<file path="config.mk">
export PLATFORM = sky130hd
export DESIGN_NAME = etf_csr
export DESIGN_NICKNAME = d
export VERILOG_FILES = /design/src/design/etf_pkg.sv /design/src/design/etf_csr.sv
export SDC_FILE = /design/constraint.sdc
export NUM_CORES = 1
export LEC_CHECK = 0
export ABC_AREA = 1
export BUFFER_PORTS_ARGS = -buffer_cell sky130_fd_sc_hd__buf_2
export CAP_MARGIN = 10
export CORE_MARGIN = 1.5
export CORE_UTILIZATION = 52
export CTS_BUF_LIST = sky130_fd_sc_hd__clkbuf_8 sky130_fd_sc_hd__clkbuf_16
export DETAILED_ROUTE_END_ITERATION = 8
export GPL_TIMING_DRIVEN = 0
export PLACE_DENSITY = 0.86
export SYNTH_ARGS = -nofsm -noshare
export SYNTH_HDL_FRONTEND = slang
export SYNTH_SLANG_ARGS = --single-unit
</file>
<file path="constraint.sdc">
create_clock -name clock -period 1.9 [get_ports clock]
set_clock_uncertainty 0.2 [all_clocks]
set_input_delay 0.095 -clock clock [delete_from_list [all_inputs] [get_ports clock]]
set_output_delay 0.095 -clock clock [all_outputs]
set_load 0.05 [all_outputs]
</file>
<file path="src/design/etf_pkg.sv">
// Shared types and constants for the escape-time fractal pixel block.
`default_nettype none

package etf_pkg;

   localparam int CSR_INDEX_BITS = 2;
   localparam int CSR_DATA_BITS  = 32;
   localparam int COORD_BITS     = 32;
   localparam int PHASE_BITS     = 6;
   localparam int COUNT_BITS     = 16;
   localparam int SHADE_BITS     = 4;
   localparam int COLOR_BITS     = 7;

   localparam logic signed [COORD_BITS-1:0] JULIA_REAL_RESET = -32'sd107374182;
   localparam logic signed [COORD_BITS-1:0] JULIA_IMAG_RESET = 32'sd161061274;
   localparam logic [COUNT_BITS-1:0]        ITER_LIMIT_RESET = 16'd1000;

   typedef enum logic [CSR_INDEX_BITS-1:0] {
      CSR_FRACTAL_MODE = 2'd0,
      CSR_JULIA_REAL   = 2'd1,
      CSR_JULIA_IMAG   = 2'd2,
      CSR_ITER_LIMIT   = 2'd3
   } csr_index_type;

   typedef struct packed {
      logic                         fractal_mode;
      logic signed [COORD_BITS-1:0] julia_const_real;
      logic signed [COORD_BITS-1:0] julia_const_imag;
      logic [COUNT_BITS-1:0]        iteration_limit;
   } cfg_type;

   typedef struct packed {
      logic load;
      logic square;
      logic update;
      logic finish;
      logic div_step;
      logic out_load;
   } cmd_type;

   typedef struct packed {
      logic stop;
      logic escape;
      logic step_last;
   } status_type;

endpackage

`default_nettype wire

</file>
<file path="src/design/etf_csr.sv">
// Configuration register file.
`default_nettype none

module etf_csr (
   input  wire logic                               clock,
   input  wire logic                               reset,
   input  wire logic                               csr_we,
   input  wire logic [etf_pkg::CSR_INDEX_BITS-1:0] csr_index,
   input  wire logic [etf_pkg::CSR_DATA_BITS-1:0]  csr_wdata,
   output etf_pkg::cfg_type                        cfg
);
   import etf_pkg::*;

   cfg_type cfg_ff;
   cfg_type cfg_in;

   always_comb begin
      cfg_in = cfg_ff;
      if (csr_we) begin
         case (csr_index_type'(csr_index))
            CSR_FRACTAL_MODE: cfg_in.fractal_mode     = csr_wdata[0];
            CSR_JULIA_REAL:   cfg_in.julia_const_real = csr_wdata;
            CSR_JULIA_IMAG:   cfg_in.julia_const_imag = csr_wdata;
            CSR_ITER_LIMIT:   cfg_in.iteration_limit  = csr_wdata[COUNT_BITS-1:0];
            default:          cfg_in = cfg_ff;
         endcase
      end
   end

   always_ff @(posedge clock) begin
      if (reset) begin
         cfg_ff.fractal_mode     <= 1'b0;
         cfg_ff.julia_const_real <= JULIA_REAL_RESET;
         cfg_ff.julia_const_imag <= JULIA_IMAG_RESET;
         cfg_ff.iteration_limit  <= ITER_LIMIT_RESET;
      end else begin
         cfg_ff <= cfg_in;
      end
   end

   assign cfg = cfg_ff;

endmodule

`default_nettype wire

</file>
==> flow_metrics.tcl <==
set metrics [dict create \
    status "finished clean" \
    syn_nets 483 \
    initial_utilization 0.538 \
    synth.distinct_cells 15 \
    fmax_mhz 675 \
    cts_setup_buffers 0 \
    min_path_type "flip-flop to flip-flop" \
    critPathSlowestCell "dlygate4sd3_1" \
    grtUsageMet2 0.466 \
    die_h_um 81.3 \
    synth_top_family_by_area "simple AND/OR/NAND/NOR gates" \
    cp_cell_sequence "dlygate4sd3_1 -> buf_2 -> inv_2 -> clkbuf_1 -> nand3_1" \
    syn_area_um2 3190 \
    core_um2 5920 \
    p_sw_mw 1.21 \
    syn_area_per_cell_um2 7.14 \
    crit_type "primary input to flip-flop" \
    cts_resized 0 \
    start_kind "primary input" \
    max_stage_delay_ps 530 \
    rsz0062_at_grt "no" \
    track_usage 0.272 \
    routabilityCongestion 0.789 \
    cts_buffers 9 \
    nets 644 \
    synth-compound-area-share 0.00157 \
    die-area_um2 6600 \
    busiest_layer "met2" \
    die_w_um 81.3 \
    routed_via_density 4.77 \
    vdd_drop_max_mv 0.495 \
    post_drt_wl_per_cell_um 13.1 \
    synth-seq-cells 81 \
    syn_to_final_growth_pct 37.2 \
    swShare 0.326 \
    period_minus_slack_ps 1480 \
    synth_ff_type "dfxtp_1" \
    ant_nets 0 \
    cts_tree "built" \
    drtIter0Drc 151 \
    path_clk_slew_ps 80 \
    p_leak_nw 2.41 \
    worstPathRequired_ps 1910 \
    yosys.area_share.simple 0.379 \
    vias 3273 \
    clockPowerShare 0.293 \
    synthAdderAreaFrac 0 \
    clockBufferDepth 2 \
    synth_edf_count 0 \
    io-pin-count 118 \
    ys.warnings.count 0 \
    grt_overflow 0 \
    drc 0 \
    fin_hold_ws_ps 280 \
    finalSetupViolCount 0 \
    end_kind "flip-flop" \
    grtUsageMet1 0.327 \
    yosysSeqAreaShare 0.509 \
    pwr_density_cell_nw_per_um2 851 \
    cts_sinks 81 \
    cp_data_arrival_time_ps 1490 \
    combPwrFrac 0.214 \
    antenna_found_initial 0 \
    drv_slew 0 \
    place_inst 635 \
    dr.pass1.iters 5 \
    syn_inst 446 \
    hpwl_um 5860 \
    worst_slew_pin_slew_ps 551 \
    max_slew_margin 0.632 \
    drive_above_1_share 0.252 \
    synth_xor_area_frac 0 \
    synth_top_area_share 0.509 \
    io_buffers 114 \
    intPower_mw 2.51 \
    grt_max_degree 13 \
    globalRouteMet3Util 0.0562 \
    period_share 0.780 \
    async_reset_ff_frac 0 \
    rows 28 \
    grt_pass1_wl_um 13700 \
    synthTopCellsByCount "nand2_1 (162), nor2_1 (86), dfxtp_1 (81)" \
    htreeDepth 3 \
    yosys.area.top_type "dfxtp_1" \
    power_frac_seq 0.493 \
    crit_path_max_fanout 10 \
    largest_reg_flops 81 \
    insertion_delay_ps 340 \
    hold_viol 0 \
    totalWireLength_um 8960 \
    synth_mux_area_frac 0 \
    synth_area_leaders "dfxtp_1 (51%), nand2_1 (19%), nor2_1 (10%), nand3_1 (6.1%), inv_1 (5.2%)" \
    fin_cells 686 \
    setup_tns_ps 0 \
    grt_pass1_vias 3094 \
    synth_most_common_cell "nand2_1" \
    diodes 0 \
    max-cap-violations 0 \
    root_buffer "clkbuf_8" \
]
## routing by layer
layer,vias to the layer above,part of all wire
met5,-,0
met4,0,0.019
met3,18,0.061
met2,129,0.50
met1,1483,0.42
li1,1643,-
## through the flow
step,power (mW),area (um^2),setup slack [ps],util
2_1_floorplan,2.40,3190,772,-
3_3_place_gp,2.58,3850,659,0.650
3_5_place_dp,2.60,3850,619,0.650
4_1_cts,3.71,4380,108,0.740
5_1_grt,3.86,4370,316,0.738
6_report,3.72,4370,419,0.738
## cells by family after synthesis
logic type,count (synthesis)
AOI/OAI and AO/OA,1
buffers and inverters,71
DFF,81
and+or+nand+nor,293
## worst max-delay path: cells and delay by family
family                 cells  cell delay, ps
buffers and inverters      4            1250
AND/OR/NAND/NOR            1             140
## final cells by class
| class | count | area [um^2] |
|---|---|---|
| multi-input cells | 294 | 1210 |
| clock buffers | 10 | 138 |
| well taps | 75 | 93.8 |
| fillers | 448 | 1550 |
| inverters | 47 | 179 |
| flip-flops and latches | 81 | 1620 |
| repair buffers | 150 | 931 |
| clock inverters | 5 | 23.8 |
| plain buffers | 24 | 173 |
## layout by cell type, fill, tap and decap left out, drive strengths merged
cell type and count:
nor2 88, dfxtp 81, inv 48, dlygate4sd3 36, a21oi 1, buf 131, nand3 42, clkbuf 17
clkinv 4, nand2 163
## worst paths after layout
kind,startpoint,end,slack [ps],cells past startpoint
setup / recovery,reset,cfg[60],420,5
hold / removal,cfg[5],cfg[5],280,2
setup reg to reg,cfg[47],cfg[47],1030,4
hold reg to reg,cfg[5],cfg[5],280,2
## power by group through the flow
stage | clock network (mW) | registers (mW) | logic [mW]
3_5_place_dp | 0 | 1.87 | 0.731
3_3_place_gp | 0 | 1.86 | 0.717
4_1_cts | 1.09 | 1.83 | 0.793
6_report | 1.09 | 1.83 | 0.797
5_1_grt | 1.17 | 1.84 | 0.855
2_1_floorplan | 0 | 2.18 | 0.222
## timing repair
item | in CTS | in global routing
hold buffers | 37 | 0
setup endpoints to repair | 0 | 1
endpoints found under the hold margin | 81 | 0
No activity file was read; power rests on OpenSTA's default activity.
