<file path="config.mk">
export PLATFORM = sky130hd
export DESIGN_NAME = etf_ctrl
export DESIGN_NICKNAME = d
export VERILOG_FILES = /design/src/design/etf_pkg.sv /design/src/design/etf_ctrl.sv
export SDC_FILE = /design/constraint.sdc
export NUM_CORES = 1
export LEC_CHECK = 0
export BUFFER_PORTS_ARGS = -buffer_cell sky130_fd_sc_hd__clkbuf_2
export CELL_PAD_IN_SITES_DETAIL_PLACEMENT = 2
export CELL_PAD_IN_SITES_GLOBAL_PLACEMENT = 2
export CORE_MARGIN = 5
export CORE_UTILIZATION = 20
export CTS_CLUSTER_DIAMETER = 80
export DETAILED_ROUTE_END_ITERATION = 16
export PLACE_DENSITY = 0.77
export SETUP_SLACK_MARGIN = 0.4
export SYNTH_ARGS = -nofsm -noshare
export SYNTH_HDL_FRONTEND = slang
export SYNTH_SLANG_ARGS = --single-unit
</file>
<file path="constraint.sdc">
create_clock -name clock -period 1.4 [get_ports clock]
set_clock_uncertainty 0.05 [all_clocks]
set_input_delay 0.07 -clock clock [delete_from_list [all_inputs] [get_ports clock]]
set_output_delay 0.07 -clock clock [all_outputs]
set_load 0.02 [all_outputs]
</file>
<file path="src/design/etf_pkg.sv">
// Shared types and constants for the escape-time fractal pixel block.
`default_nettype none

package etf_pkg;

   localparam int CSR_INDEX_BITS = 2;
   localparam int CSR_DATA_BITS  = 32;
   localparam int COORD_BITS     = 32;
   localparam int PHASE_BITS     = 6;
   localparam int COUNT_BITS     = 16;
   localparam int SHADE_BITS     = 4;
   localparam int COLOR_BITS     = 7;

   localparam logic signed [COORD_BITS-1:0] JULIA_REAL_RESET = -32'sd107374182;
   localparam logic signed [COORD_BITS-1:0] JULIA_IMAG_RESET = 32'sd161061274;
   localparam logic [COUNT_BITS-1:0]        ITER_LIMIT_RESET = 16'd1000;

   typedef enum logic [CSR_INDEX_BITS-1:0] {
      CSR_FRACTAL_MODE = 2'd0,
      CSR_JULIA_REAL   = 2'd1,
      CSR_JULIA_IMAG   = 2'd2,
      CSR_ITER_LIMIT   = 2'd3
   } csr_index_type;

   typedef struct packed {
      logic                         fractal_mode;
      logic signed [COORD_BITS-1:0] julia_const_real;
      logic signed [COORD_BITS-1:0] julia_const_imag;
      logic [COUNT_BITS-1:0]        iteration_limit;
   } cfg_type;

   typedef struct packed {
      logic load;
      logic square;
      logic update;
      logic finish;
      logic div_step;
      logic out_load;
   } cmd_type;

   typedef struct packed {
      logic stop;
      logic escape;
      logic step_last;
   } status_type;

endpackage

`default_nettype wire

</file>
<file path="src/design/etf_ctrl.sv">
// Sequencer: square/update iteration loop, divide steps and result handoff.
`default_nettype none

module etf_ctrl (
   input  wire logic                clock,
   input  wire logic                reset,
   input  wire logic                req_valid,
   output logic                     req_ready,
   output logic                     rsp_valid,
   input  wire logic                rsp_ready,
   input  wire etf_pkg::status_type status,
   output etf_pkg::cmd_type         cmd
);
   import etf_pkg::*;

   typedef enum logic [2:0] {
      ST_IDLE,
      ST_SQUARE,
      ST_UPDATE,
      ST_FINISH,
      ST_DIVIDE,
      ST_OUTPUT
   } state_type;

   state_type state_ff, state_in;
   logic      rsp_valid_ff, rsp_valid_in;

   always_comb begin
      state_in     = state_ff;
      rsp_valid_in = rsp_valid_ff;
      cmd          = '0;
      if (rsp_valid_ff && rsp_ready) begin
         rsp_valid_in = 1'b0;
      end
      case (state_ff)
         ST_IDLE: begin
            if (req_valid) begin
               cmd.load = 1'b1;
               state_in = ST_SQUARE;
            end
         end
         ST_SQUARE: begin
            if (status.stop) begin
               state_in = ST_FINISH;
            end else begin
               cmd.square = 1'b1;
               state_in   = ST_UPDATE;
            end
         end
         ST_UPDATE: begin
            if (status.escape) begin
               state_in = ST_FINISH;
            end else begin
               cmd.update = 1'b1;
               state_in   = ST_SQUARE;
            end
         end
         ST_FINISH: begin
            cmd.finish = 1'b1;
            state_in   = ST_DIVIDE;
         end
         ST_DIVIDE: begin
            cmd.div_step = 1'b1;
            if (status.step_last) begin
               state_in = ST_OUTPUT;
            end
         end
         ST_OUTPUT: begin
            if (!rsp_valid_ff || rsp_ready) begin
               cmd.out_load = 1'b1;
               rsp_valid_in = 1'b1;
               state_in     = ST_IDLE;
            end
         end
         default: begin
            state_in = ST_IDLE;
         end
      endcase
   end

   always_ff @(posedge clock) begin
      if (reset) begin
         state_ff     <= ST_IDLE;
         rsp_valid_ff <= 1'b0;
      end else begin
         state_ff     <= state_in;
         rsp_valid_ff <= rsp_valid_in;
      end
   end

   assign req_ready = (state_ff == ST_IDLE);
   assign rsp_valid = rsp_valid_ff;

endmodule

`default_nettype wire

</file>
==> results of run 1 <==
## kinds of logic (layout without fill, tap and decap cells)
family / after synthesis / in the layout / synth area share, %
AO/OA/AOI/OAI: 7 / 7 / 16.75
buffers and inverters: 3 / 28 / 10.52
flip-flops: 4 / 4 / 30.62
AND/OR/NAND/NOR: 16 / 16 / 42.11
## how the worst min path moves through the flow
stage                                     endpoint  slack, ps  depth (start not counted)
final                     state_ff[1]$_SDFFE_PP0P_         80                          3
after global routing      state_ff[1]$_SDFFE_PP0P_        100                          3
after CTS                 state_ff[1]$_SDFFE_PP0P_         70                          3
after detailed placement  state_ff[1]$_SDFFE_PP0P_        240                          2
after global placement        rsp_valid$_SDFF_PP0_        240                          2
after floorplan               rsp_valid$_SDFF_PP0_         90                          1
## power by group
part           internal [mW]  leakage [nW]  switching, mW
Sequential             0.124        0.0348         0.0254
Clock                 0.0961        0.0138         0.0496
Combinational          0.129         0.210         0.0910
Total                  0.349         0.259          0.166
## layout by cell type (no fill, tap or decap)
master         count
buf_4              8
clkbuf_2           7
buf_6              7
clkbuf_4           3
dfxtp_4            3
nand3b_1           2
nand2b_4           2
clkbuf_8           2
nor3b_2            1
nor3_4             1
and3b_2            1
nor2b_2            1
nor4b_2            1
nor3_2             1
and2_4             1
nand2b_1           1
a21oi_2            1
o21ba_1            1
a21oi_1            1
a211oi_2           1
nor2_1             1
o21ai_0            1
nor4_2             1
a31oi_4            1
nor2_4             1
o21ai_1            1
and4b_1            1
dlygate4sd3_1      1
dfxtp_1            1
## flip-flops by register name (all words and copies together), names as in the netlist
register   count
state_ff       3
rsp_valid      1
## layout make-up
class	count	share of cell area (%)
Sequential cell	4	15.77
Timing Repair Buffer	25	36.50
Tap cell	15	3.240
Clock buffer	3	3.888
Multi-Input combinational cell	23	40.60
## worst max-delay path: cells and delay by family (launching register included)
| family | cells | cell delay, ps |
|---|---|---|
| flip-flops | 1 | 400 |
| buffers and inverters | 2 | 300 |
| AND/OR/NAND/NOR | 2 | 180 |
## stage by stage
stage | cells | power, mW
5_1_grt | 70 | 0.5424
4_1_cts | 66 | 0.4611
3_5_place_dp | 56 | 0.2533
3_3_place_gp | 56 | 0.2501
6_report | 70 | 0.5150
2_1_floorplan | 30 | 0.2336
## what timing repair did
item / 4_1_cts / 5_1_grt
hold buffers: 1 / 0
setup buffers: 6 / 4
pin swaps: 3 / 5
resized for setup: 18 / 20
hold endpoints to repair: 2 / 0
endpoints found under the setup margin: 11 / 10
## routing by layer
| metal | vias to the layer above | global-route usage (%) |
|---|---|---|
| li1 | 160 | - |
| met1 | 161 | 13.99 |
| met2 | 9 | 21.43 |
| met3 | 2 | 0.3906 |
| met4 | 0 | 10.23 |
| met5 | - | 0 |
==> flow_metrics.tcl, run 1 <==
set metrics [dict create \
    grt_overflow 0 \
    viasPerCell 4.743 \
    final_nets 64 \
    yosysSeqAreaShare_pct 30.62 \
    period_needed_ps 1243 \
    status "complete, no violations" \
    synthToLayoutAreaGrowth_pct 121.5 \
    synth_area_leaders "dfxtp_1, buf_6, nand2b_1" \
    grt_pass1_wl_um 1787 \
    synthCells 30 \
    synth_top_area_share_pct 30.62 \
    vdd_drop_max_mv 0.3300 \
    met1_length_um 541 \
    worst-path-max-fanout 7 \
    die_w_um 46.16 \
    hold_path_class "in2reg" \
    final-hold-violation-count 0 \
    num_io_pins 15 \
    cap_violations 0 \
    top_layer "met4" \
    num_vias 332 \
    r2r_slack_ps 220 \
    drt_iter0_drc 3 \
    synth_edf_count 0 \
    clk_pin_slew_ps 40 \
    r2r-start "state_ff[0]$_SDFFE_PP0P_" \
    fin_setup_tns_ps 0 \
    worstSetupPathType "reg2out" \
    tightest_slew_ps 337.6 \
    crit_chain "buf_6 > nand2b_4 > nor3_2 > buf_4" \
    gp_congestion 0.7116 \
    crit_start "state_ff[0]$_SDFFE_PP0P_" \
    multi_input_area_um2 235.2 \
    yosysTopAreaCell "dfxtp_1" \
    timing.final.ws_setup_ps 156.9 \
    reg2reg_depth 5 \
    numCtsBuffers 3 \
    design_area_um2 579.3 \
    core_area_um2 1269 \
    synth_area_per_cell_um2 8.717 \
    antenna_found_initial 0 \
    grt_max_degree 11 \
    dp_hpwl_um 578.6 \
    n_antenna_cell 0 \
    ys_dominant_reg_cell "dfxtp_1" \
    critPathArrivalTime_ps 1120 \
    final_core_util_pct 45.66 \
    timing.final.crit_share_pct 88.79 \
    ys_ff_latch 4 \
    rows 13 \
    ant_nets 0 \
    drc 0 \
    final-setup-viol-count 0 \
    cts_tree "done" \
    synthArstFlopShare_pct 0 \
    drv_slew 0 \
    rsz0062_at_grt "true" \
    nFillCells 141 \
    clockBufferDepth 2 \
    syn-num-nets 37 \
    wl_per_cell_um 18.37 \
    ys_warn_count 0 \
    place_ws_ps 194.2 \
    clkLatencyLatePin_ps 240 \
    drive_gt1_share_pct 80.00 \
    port_buffers 14 \
    routed_wl_um 1286 \
    synthTopCellsByCount "dfxtp_1, nand2b_1" \
    crit_path_start_kind "flop" \
    cts_root_buffer "clkbuf_4" \
    slowest_stage "dfxtp_4" \
    first_global_vias 371 \
    cp-endpoint "cmd[4]" \
    cts_max_level 1 \
    placed_cell_area_um2 352.8 \
    critPathMaxStageDelay_ps 400 \
    hold_slack_ps 76.70 \
    endpoint_kind "output port" \
    grt.total_usage_pct 12.47 \
    power_density_nw_per_um2 889.0 \
    netlist_area_um2 261.5 \
    p_leak_nw 0.2588 \
    max_freq_ghz 0.8044 \
    synthMostInstantiatedCell "dfxtp_1" \
    rr_endpoint "state_ff[0]$_SDFFE_PP0P_" \
    die_h_um 46.16 \
    die_area_um2 2131 \
    initial_core_util_pct 20.61 \
    cp.required_ps 1280 \
    hold_start "status[1]" \
    regArea_um2 91.34 \
    clock_sinks 4 \
    route.met3.wl_um 38 \
    synth.distinct_cells 21 \
    wl_met2_um 687 \
    maxSlewHeadroom_pct 77.31 \
    drtPass1Iterations 2 \
]
Power figures use the tool's default switching activity.
==> run 2: changes to the inputs <==
CORE_AREA = 5 5 42 44   (was default)
CORE_MARGIN = default   (was 5)
CORE_UTILIZATION = default   (was 20)
DIE_AREA = 0 0 47 49   (was default)
PLACE_DENSITY = 0.76   (was 0.77)
clock period = 1.5 ns   (was 1.4 ns; I/O delays follow)
==> flow_metrics.tcl, run 2 (same netlist as run 1, synthesis figures left out) <==
set metrics [dict create \
    seq_power_share_pct 32.4 \
    p_leak_nw 0.2192 \
    p_switching_mw 0.1426 \
    num_vias 310 \
    worstSetupPathType "reg2out" \
    top_layer "met4" \
    drc 0 \
    endpoint_kind "output port" \
    grt_overflow 0 \
    crit_buf_inv 1 \
    ant_nets 0 \
    combPwrFrac_pct 33.4 \
    port_buffers 14 \
    wl_met2_um 481 \
    first_global_vias 352 \
    slowest_stage "dfxtp_4" \
    drive_gt1_share_pct 66.67 \
    finalNonFillerCells 67 \
    synthToLayoutAreaGrowth_pct 85.65 \
    drtPass1Iterations 1 \
    rsz0062_at_grt "true" \
    cap_violations 0 \
    power_density_nw_per_um2 876.6 \
    p_sw_share_pct 33.51 \
    viasPerCell 4.627 \
    worst-path-max-fanout 9 \
    status "complete, no violations" \
    die_area_um2 2303 \
    crit_path_start_kind "flop" \
    grt.total_usage_pct 9.852 \
    n_antenna_cell 0 \
    met1_length_um 452 \
    clockBufferDepth 2 \
    hold_path_class "in2reg" \
    vdd_drop_max_mv 0.2760 \
    largest_reg_flops 3 \
    drv_slew 0 \
    clkLatencyLatePin_ps 240 \
    grt_max_degree 10 \
    core_area_um2 1401 \
    tightest_slew_ps 210.9 \
    cts_root_buffer "clkbuf_4" \
    routed_wl_um 999 \
    crit_chain "nor4b_2 > buf_4" \
    final_nets 60 \
    p_int_mw 0.2830 \
    numCtsBuffers 3 \
    route.met3.wl_um 45 \
    clockPowerShare_pct 34.2 \
    critPathArrivalTime_ps 1090 \
    regMostFlops "state_ff" \
    die_w_um 47 \
    gp_congestion 0.6939 \
    cp.required_ps 1370 \
    final_cell_mix "buf_4, clkbuf_2, clkbuf_4" \
    cts_tree "done" \
    timing.final.crit_share_pct 81.09 \
    critPathMaxStageDelay_ps 380 \
    multi_input_area_um2 200.2 \
    final-setup-viol-count 0 \
    maxSlewHeadroom_pct 85.91 \
    dp_hpwl_um 608.4 \
    fin_setup_tns_ps 0 \
    antenna_found_initial 0 \
    layout_commonest_cell "buf_4" \
    wl_per_cell_um 14.91 \
    dp.cells 57 \
    grt_pass1_wl_um 1573 \
    max_freq_ghz 0.8222 \
    drt_iter0_drc 0 \
    num_io_pins 15 \
    regArea_um2 91.34 \
    die_h_um 49 \
    rows 14 \
    initial_core_util_pct 18.66 \
    clk_pin_slew_ps 50 \
    nFillCells 171 \
    crit_family "flip-flops" \
    final-hold-violation-count 0 \
    period_needed_ps 1216 \
    clock_sinks 4 \
    cts_max_level 1 \
]
run 2: cell count changes in the layout (fill, tap and decap cells not counted), moves of 2 or more:
cell	before	now
buf_6	7	1
clkbuf_8	2	0
nand2b_1	1	3
nand2b_4	2	0
run 2: repair_timing:
action	4_1_cts	5_1_grt
pin swaps	0	3
buffers inserted	4	2
endpoints found under the hold margin	1	0
hold buffers	1	0
endpoints found under the setup margin	11	10
resized for setup	13	14
run 2: final timing paths:
path	from	end	slack [ps]	cells after the start
max	state_ff[0]$_SDFFE_PP0P_	cmd[3]	280	2
min	status[1]	state_ff[1]$_SDFFE_PP0P_	90	3
max reg2reg	state_ff[0]$_SDFFE_PP0P_	state_ff[0]$_SDFFE_PP0P_	310	4
min reg2reg	rsp_valid$_SDFF_PP0_	rsp_valid$_SDFF_PP0_	540	2
run 2: final cells by class:
class,count,share of cell area (%)
clock buffers,3,4.639
repair buffers,21,31.19
flip-flops and latches,4,18.81
well taps,16,4.124
multi-input cells,23,41.24
run 2: per-layer routing:
metal,up-vias,global-route usage (%)
met2,9,14.03
met5,-,0
met4,0,9.677
met1,147,11.62
li1,152,-
met3,2,1.476
run 2: power by group through the flow:
stage               Sequential (mW)  Combinational [mW]  Clock, mW
CTS                           0.138               0.124      0.147
floorplan                     0.122              0.0908          0
global route                  0.139               0.154      0.156
detailed placement            0.145              0.0928          0
finish                        0.138               0.142      0.146
global placement              0.143              0.0905          0
run 2: through the flow:
| step | utilization (%) | setup WS (ps) | hold slack (ps) | power (mW) | cell area (µm²) |
|---|---|---|---|---|---|
| floorplan | - | 407.0 | 94.07 | 0.2126 | 286.5 |
| global placement | 24.91 | 307.5 | 255.2 | 0.2336 | 349.1 |
| detailed placement | 24.91 | 272.5 | 265.7 | 0.2376 | 349.1 |
| CTS | 31.61 | 252.3 | 57.32 | 0.4090 | 442.9 |
| global route | 34.64 | 217.2 | 87.16 | 0.4497 | 485.5 |
| finish | 34.64 | 283.7 | 87.77 | 0.4256 | 485.5 |
run 2: worst reg2reg max path: stages (launching register included):
cell     delay, ps
dfxtp_4        380
buf_4          160
nor4_4         250
a31oi_1         60
and4b_1        180
